## config.mk

```make
export PLATFORM = sky130hd
export DESIGN_NAME = stereo_sample_bit_packer
export DESIGN_NICKNAME = d
export VERILOG_FILES = /design/src/hdl/sbp_pkg.sv /design/src/hdl/sbp_pack.sv /design/src/hdl/sbp_out_buf.sv /design/src/hdl/stereo_sample_bit_packer.sv
export SDC_FILE = /design/constraint.sdc
export NUM_CORES = 1
export LEC_CHECK = 0
export BUFFER_PORTS_ARGS = -buffer_cell sky130_fd_sc_hd__buf_2
export CAP_MARGIN = 25
export CORE_ASPECT_RATIO = 1.1
export CORE_MARGIN = 3
export CORE_UTILIZATION = 40
export CTS_CLUSTER_DIAMETER = 100
export DETAILED_ROUTE_END_ITERATION = 12
export PLACE_DENSITY = 0.61
export SKIP_CTS_REPAIR_TIMING = 1
export SLEW_MARGIN = 20
export SYNTH_ARGS = -nofsm -noshare
export SYNTH_HDL_FRONTEND = slang
export SYNTH_SLANG_ARGS = --single-unit
```

## constraint.sdc

```tcl
create_clock -name clk -period 4.6 [get_ports clk]
set_input_delay 0.46 -clock clk [delete_from_list [all_inputs] [get_ports clk]]
set_output_delay 0.46 -clock clk [all_outputs]
set_load 0.01 [all_outputs]
```

## src/hdl/sbp_pkg.sv

```systemverilog
// Types and fixed constants shared by the stereo sample bit packer.
package sbp_pkg;

    localparam int SAMPLE_BITS = 16;
    localparam int WORD_BITS   = 16;
    localparam int FILL_BITS   = 4;
    localparam int WIDTH_BITS  = 5;
    localparam int MAX_RESULTS = 3;
    localparam int CNT_BITS    = 2;
    localparam int STREAM_BITS = MAX_RESULTS * WORD_BITS;
    localparam int TOTAL_BITS  = 6;

    localparam logic [WIDTH_BITS-1:0] WIDTH_MIN   = 5'd1;
    localparam logic [WIDTH_BITS-1:0] WIDTH_MAX   = 5'd16;
    localparam logic [WIDTH_BITS-1:0] WIDTH_RESET = 5'd16;

    typedef struct packed {
        logic [SAMPLE_BITS-1:0] left_sample;
        logic [SAMPLE_BITS-1:0] right_sample;
        logic                   last;
    } in_item_t;

    typedef struct packed {
        logic [WORD_BITS-1:0] packed_word;
        logic                 run_last;
        logic                 stream_end;
    } out_item_t;

    // Words produced by one request; the final one is the flush word when flush is set.
    typedef struct packed {
        logic [CNT_BITS-1:0]                    count;
        logic [MAX_RESULTS-1:0][WORD_BITS-1:0]  words;
        logic                                   flush;
    } pack_res_t;

    function automatic logic [WIDTH_BITS-1:0] clamp_width(input logic [WIDTH_BITS-1:0] v);
        logic [WIDTH_BITS-1:0] w;
        w = v;
        if (v < WIDTH_MIN)
            w = WIDTH_MIN;
        else if (v > WIDTH_MAX)
            w = WIDTH_MAX;
        return w;
    endfunction

endpackage

```

## src/hdl/sbp_pack.sv

```systemverilog
// Packing datapath: accumulator state and the single-pass merge of one sample pair.
module sbp_pack import sbp_pkg::*;
(
    input  logic                  clk,
    input  logic                  rst_n,
    input  logic                  step,
    input  in_item_t              item,
    input  logic [WIDTH_BITS-1:0] width,
    output pack_res_t             res
);

    logic [WORD_BITS-1:0]   acc_reg,  acc_next;
    logic [FILL_BITS-1:0]   fill_reg, fill_next;

    logic [SAMPLE_BITS-1:0] keep_mask;
    logic [SAMPLE_BITS-1:0] left_kept;
    logic [SAMPLE_BITS-1:0] right_kept;
    logic [TOTAL_BITS-1:0]  right_shift;
    logic [TOTAL_BITS-1:0]  total;
    logic [STREAM_BITS-1:0] stream;
    logic [CNT_BITS-1:0]    n_full;
    logic [FILL_BITS-1:0]   rest;
    logic [WORD_BITS-1:0]   tail;
    logic                   flush;

    // The accumulator is kept left-aligned, unused low bits zero.
    always_comb
    begin
        keep_mask   = ~({SAMPLE_BITS{1'b1}} >> width);
        left_kept   = item.left_sample  & keep_mask;
        right_kept  = item.right_sample & keep_mask;
        right_shift = TOTAL_BITS'(fill_reg) + TOTAL_BITS'(width);
        total       = right_shift + TOTAL_BITS'(width);
        stream      = {acc_reg, {(STREAM_BITS-WORD_BITS){1'b0}}}
                    | ({left_kept,  {(STREAM_BITS-SAMPLE_BITS){1'b0}}} >> fill_reg)
                    | ({right_kept, {(STREAM_BITS-SAMPLE_BITS){1'b0}}} >> right_shift);
        n_full      = total[TOTAL_BITS-1:FILL_BITS];
        rest        = total[FILL_BITS-1:0];

        case (n_full)
            2'd0:    tail = stream[3*WORD_BITS-1:2*WORD_BITS];
            2'd1:    tail = stream[2*WORD_BITS-1:WORD_BITS];
            default: tail = stream[WORD_BITS-1:0];
        endcase

        flush = item.last && (rest != '0);

        res.words[0] = stream[3*WORD_BITS-1:2*WORD_BITS];
        res.words[1] = stream[2*WORD_BITS-1:WORD_BITS];
        res.words[2] = stream[WORD_BITS-1:0];
        res.count    = n_full + CNT_BITS'(flush);
        res.flush    = flush;

        if (item.last)
        begin
            acc_next  = '0;
            fill_next = '0;
        end
        else
        begin
            acc_next  = tail;
            fill_next = rest;
        end
    end

    always_ff @(posedge clk or negedge rst_n)
    begin
        if (!rst_n)
        begin
            acc_reg  <= '0;
            fill_reg <= '0;
        end
        else if (step)
        begin
            acc_reg  <= acc_next;
            fill_reg <= fill_next;
        end
    end

endmodule

```

## src/hdl/sbp_out_buf.sv

```systemverilog
// Result buffer: holds the words of one request and hands them out one per cycle while out_ready is high.
module sbp_out_buf import sbp_pkg::*;
(
    input  logic      clk,
    input  logic      rst_n,
    input  logic      load,
    input  pack_res_t res,
    output logic      free,
    output logic      out_valid,
    input  logic      out_ready,
    output out_item_t out_data
);

    logic [MAX_RESULTS-1:0][WORD_BITS-1:0] words_reg;
    logic [CNT_BITS-1:0]                   cnt_reg;
    logic [CNT_BITS-1:0]                   idx_reg;
    logic                                  flush_reg;
    logic                                  valid_reg;
    logic                                  last_beat;
    logic                                  out_fire;

    assign last_beat = (idx_reg == (cnt_reg - CNT_BITS'(1)));
    assign out_fire  = valid_reg && out_ready;
    assign free      = !valid_reg || (out_ready && last_beat);
    assign out_valid = valid_reg;

    assign out_data.packed_word = words_reg[idx_reg];
    assign out_data.run_last    = last_beat;
    assign out_data.stream_end  = flush_reg && last_beat;

    always_ff @(posedge clk or negedge rst_n)
    begin
        if (!rst_n)
        begin
            valid_reg <= 1'b0;
            cnt_reg   <= '0;
            idx_reg   <= '0;
            flush_reg <= 1'b0;
        end
        else
        begin
            if (out_fire)
            begin
                if (last_beat)
                    valid_reg <= 1'b0;
                else
                    idx_reg <= idx_reg + CNT_BITS'(1);
            end
            // load only arrives when the buffer is free, so it overrides the drain
            if (load && (res.count != '0))
            begin
                valid_reg <= 1'b1;
                cnt_reg   <= res.count;
                idx_reg   <= '0;
                flush_reg <= res.flush;
            end
        end
    end

    always_ff @(posedge clk)
    begin
        if (load)
            words_reg <= res.words;
    end

endmodule

```

## src/hdl/stereo_sample_bit_packer.sv

```systemverilog
// Top level: input register, width register, packing datapath and result buffer.
// A request accepted into the input register moves into the result buffer as soon as
// the buffer is free, and its first word then goes on the output.
// Throughput: one request per cycle while each gives at most one word and out_ready
// is high; a multi-word request holds the port until all are taken (two at full width).
// Reset (rst_n low, asynchronous): accumulator and fill count cleared, width set to
// sixteen, input and result registers emptied.
module stereo_sample_bit_packer import sbp_pkg::*;
(
    input  logic                  clk,
    input  logic                  rst_n,
    input  logic                  cfg_wr_en,
    input  logic [WIDTH_BITS-1:0] cfg_wr_data,
    input  logic                  in_valid,
    output logic                  in_ready,
    input  in_item_t              in_data,
    output logic                  out_valid,
    input  logic                  out_ready,
    output out_item_t             out_data
);

    logic [WIDTH_BITS-1:0] width_reg;
    logic                  s1_valid_reg;
    in_item_t              s1_item_reg;
    logic                  buf_free;
    logic                  s1_fire;
    pack_res_t             pack_res;

    assign s1_fire  = s1_valid_reg && buf_free;
    assign in_ready = !s1_valid_reg || buf_free;

    always_ff @(posedge clk or negedge rst_n)
    begin
        if (!rst_n)
        begin
            width_reg    <= WIDTH_RESET;
            s1_valid_reg <= 1'b0;
        end
        else
        begin
            if (cfg_wr_en)
                width_reg <= clamp_width(cfg_wr_data);
            if (in_valid && in_ready)
                s1_valid_reg <= 1'b1;
            else if (s1_fire)
                s1_valid_reg <= 1'b0;
        end
    end

    always_ff @(posedge clk)
    begin
        if (in_valid && in_ready)
            s1_item_reg <= in_data;
    end

    sbp_pack u_pack (
        .clk   (clk),
        .rst_n (rst_n),
        .step  (s1_fire),
        .item  (s1_item_reg),
        .width (width_reg),
        .res   (pack_res)
    );

    sbp_out_buf u_out_buf (
        .clk       (clk),
        .rst_n     (rst_n),
        .load      (s1_fire),
        .res       (pack_res),
        .free      (buf_free),
        .out_valid (out_valid),
        .out_ready (out_ready),
        .out_data  (out_data)
    );

endmodule

```

==> impl_metrics.yaml <==
worst_hold_path:
  worst_hold_path_type: "input pin to async pin"
critical_path:
  arrival_ps: 4280
  crit_path_max_fanout: 12
  critPathBufInv: 3
  slowest_stage: "sky130_fd_sc_hd__o31ai_1"
  critPathKind: "flip-flop to flip-flop"
  worst-endpoint-required_ps: 4920
  crit_path_cell_trace: "ha_1 > fa_1 > xnor2_2 > inv_2 > ha_1 > nor2b_1 > o21a_1 > o21a_1 > nor2_1 > buf_4 > inv_1 > ha_1 > a21boi_0 > o31ai_1 > mux2_2"
  gate_family_responsible_for_the_most_delay_along_the_worst_path: "adder cells"
  endpoint_kind: "flip-flop"
  path_common_cell: "sky130_fd_sc_hd__ha_1"
  timing.critical_path.slowest_cell_delay_ps: 490
  startpoint_type: "flip-flop"
clock_network:
  clkSinkCount: 113
  cts.clk_slew.worst_paths_ps: 50
  clk_latency_ps: 440
  clockRootBuffer: "sky130_fd_sc_hd__clkbuf_16"
  cts_buffer_depth: 2
  htreeDepth: 4
  cts_tree: "done"
  cts_made_buffers: 17
yosys:
  yosys_most_used_dff: "sky130_fd_sc_hd__edfxtp_1"
  synth_cell_type_count: 89
  synthAdderAreaFrac: 0.0186
  synth_compound_area_frac: 0.292
  yosys.area_share.xor_xnor: 0.00948
  synthesis.area_per_instance_um2: 9.37
  synthCells: 874
  async_flop_share: 0.283
  yosys.area_share.simple: 0.158
  synth-edff-count: 81
  ffs_latches_synth: 113
  seq_area_frac_synth: 0.395
  synthMuxAreaShare: 0.0804
  yosys_warn_count: 0
  syn-num-nets: 928
  syn-cell-area_um2: 8190
  synth_top_family_by_area: "compound AO/OA/AOI/OAI gates"
drt:
  number_of_drc_violations_after_detailed_routing_iteration_0: 919
  detail_route.vias_per_cell: 6.46
  antenna_left: 0
  wl_per_cell_um: 23.2
  detailedRoute.firstPassIterationCount: 6
  totalWireLength_um: 27600
  remaining_drc_errors: 0
  routed-via-count: 7692
power:
  power.total_mw: 7.13
  ir_worst_vdd_mv: 0.336
  power_density_nw_per_um2: 758
  leakagePower_nw: 3.66
placement:
  routabilityCongestion: 1.04
  place_hpwl_um: 20600
  detailed_place.area_um2: 8790
  port-buffer-count: 62
timing:
  final_hold_viol_count: 0
  layout_worst_path_cycle_share: 0.861
  slew_headroom: 0.402
  finalSetupViolCount: 0
  timing_max_transition_violations_final: 0
  rsz0062_at_grt: "false"
  worst_slew_pin_slew_ps: 882
  fin_tns_setup_ps: 0
  final_period_minus_worst_setup_slack_ps: 3960
  max_freq_mhz: 253
  clock-skew-final_ps: 10.8
global_route:
  grt_pass1_vias: 7181
  grt_util_all_layers: 0.255
  grt_max_degree: 56
  grt_antenna_before_repair: 0
  gr-total-overflow: 0
  global_route_wire_length_before_repair_um: 43300
finish:
  antennaDiodeCount: 0
  sequential_cell_area_um2: 3230
  most_common_library_cell_in_the_layout_ignoring_fill_and_taps: "sky130_fd_sc_hd__nand2_1"
  area_delta_synth_final_pct: 14.9
  layout.cell_area.non_filler_um2: 9400
  flip_flop_count_of_the_largest_register_all_copies_and_words_added: 48
  mostFrequentLayoutCells: "sky130_fd_sc_hd__nand2_1, sky130_fd_sc_hd__edfxtp_1, sky130_fd_sc_hd__o21ai_0"
  drive_gt1_frac: 0.177
  multiInputGateArea_um2: 4580
  final_nets: 979
  filler_cell_count: 1925
run_status:
  status: "finished, final reports clean"
floorplanning:
  placementRows: 54
  core_um2: 20000
  initial_core_util: 0.409
  top_level_ports: 63
  floorplan.die.width_um: 142
  die_area_um2: 22200
  die_h_um: 156
run:
  maxCapViolCount: 0
per-layer routing:
| layer | vias to the layer above | track usage | wire length [um] |
|---|---|---|---|
| met4 | 0 | 0.105 | 887 |
| met1 | 3669 | 0.349 | 12000 |
| met2 | 424 | 0.398 | 12600 |
| met5 | - | 0 | 0 |
| li1 | 3529 | - | - |
| met3 | 70 | 0.0478 | 2120 |
through the flow:
stage	util	hold slack, ps	instances	setup WS [ps]
after floorplan	-	164	874	276
after global routing	0.470	176	1190	343
after detailed placement	0.440	492	1157	696
final	0.470	103	1190	640
after global placement	0.440	489	1157	818
after CTS	0.470	128	1189	667
cells in the mapped netlist (11+ instances only):
cell                       number  area [um^2]
sky130_fd_sc_hd__a21oi_1       45          225
sky130_fd_sc_hd__o221ai_1      12          105
sky130_fd_sc_hd__edfxtp_1      81         2430
sky130_fd_sc_hd__o22ai_1       13         81.3
sky130_fd_sc_hd__inv_1         19         71.3
sky130_fd_sc_hd__mux2i_1       41          410
sky130_fd_sc_hd__a211oi_1      20          150
sky130_fd_sc_hd__and2_1        12         75.1
sky130_fd_sc_hd__o21a_1        12         90.1
sky130_fd_sc_hd__buf_2         18         90.1
sky130_fd_sc_hd__clkbuf_1      39          146
sky130_fd_sc_hd__nand2_1       93          349
sky130_fd_sc_hd__o21ai_0       66          330
sky130_fd_sc_hd__a221o_1       12          120
sky130_fd_sc_hd__dfrtp_1       31          776
sky130_fd_sc_hd__nor2_1        60          225
sky130_fd_sc_hd__nor3_1        26          130
sky130_fd_sc_hd__nand3_1       13         65.1
sky130_fd_sc_hd__a21o_1        11         82.6
sky130_fd_sc_hd__o211ai_1      23          173
worst paths after layout:
| path | from | end | slack (ps) | cells past startpoint |
|---|---|---|---|---|
| max in group asynchronous | rst_n | u_pack.acc_reg[15] | 4000 | 1 |
| worst max-delay path | u_pack.fill_reg[0] | u_out_buf.flush_reg | 640 | 15 |
| worst min-delay path | rst_n | u_out_buf.idx_reg[0] | 100 | 1 |
| worst max register to register | u_pack.fill_reg[0] | u_out_buf.flush_reg | 640 | 15 |
| worst min register to register | u_out_buf.flush_reg | u_out_buf.flush_reg | 500 | 1 |
| min in group clk | in_data[27] | s1_item_reg[27] | 190 | 1 |
cell type report:
class	count	share of cell area
clock buffers	18	0.0456
well taps	252	0.0335
repair buffers	98	0.0615
inverters	23	0.00918
multi-input cells	672	0.487
clock inverters	14	0.0190
flip-flops and latches	113	0.344
power by group:
part | switching (mW) | leakage, nW | internal (mW) | total (mW)
combinational | 2.55 | 2.18 | 1.37 | 3.91
sequential | 0.175 | 1.19 | 1.66 | 1.83
clock | 0.522 | 0.288 | 0.858 | 1.38
cell families after synthesis:
| logic type | count (synthesis) |
|---|---|
| compound gates | 327 |
| simple gates | 271 |
| flops | 113 |
| buf+inv | 89 |
| mux | 55 |
| fa+ha+maj | 11 |
| xor+xnor | 8 |
(Power assumes the default switching activity.)
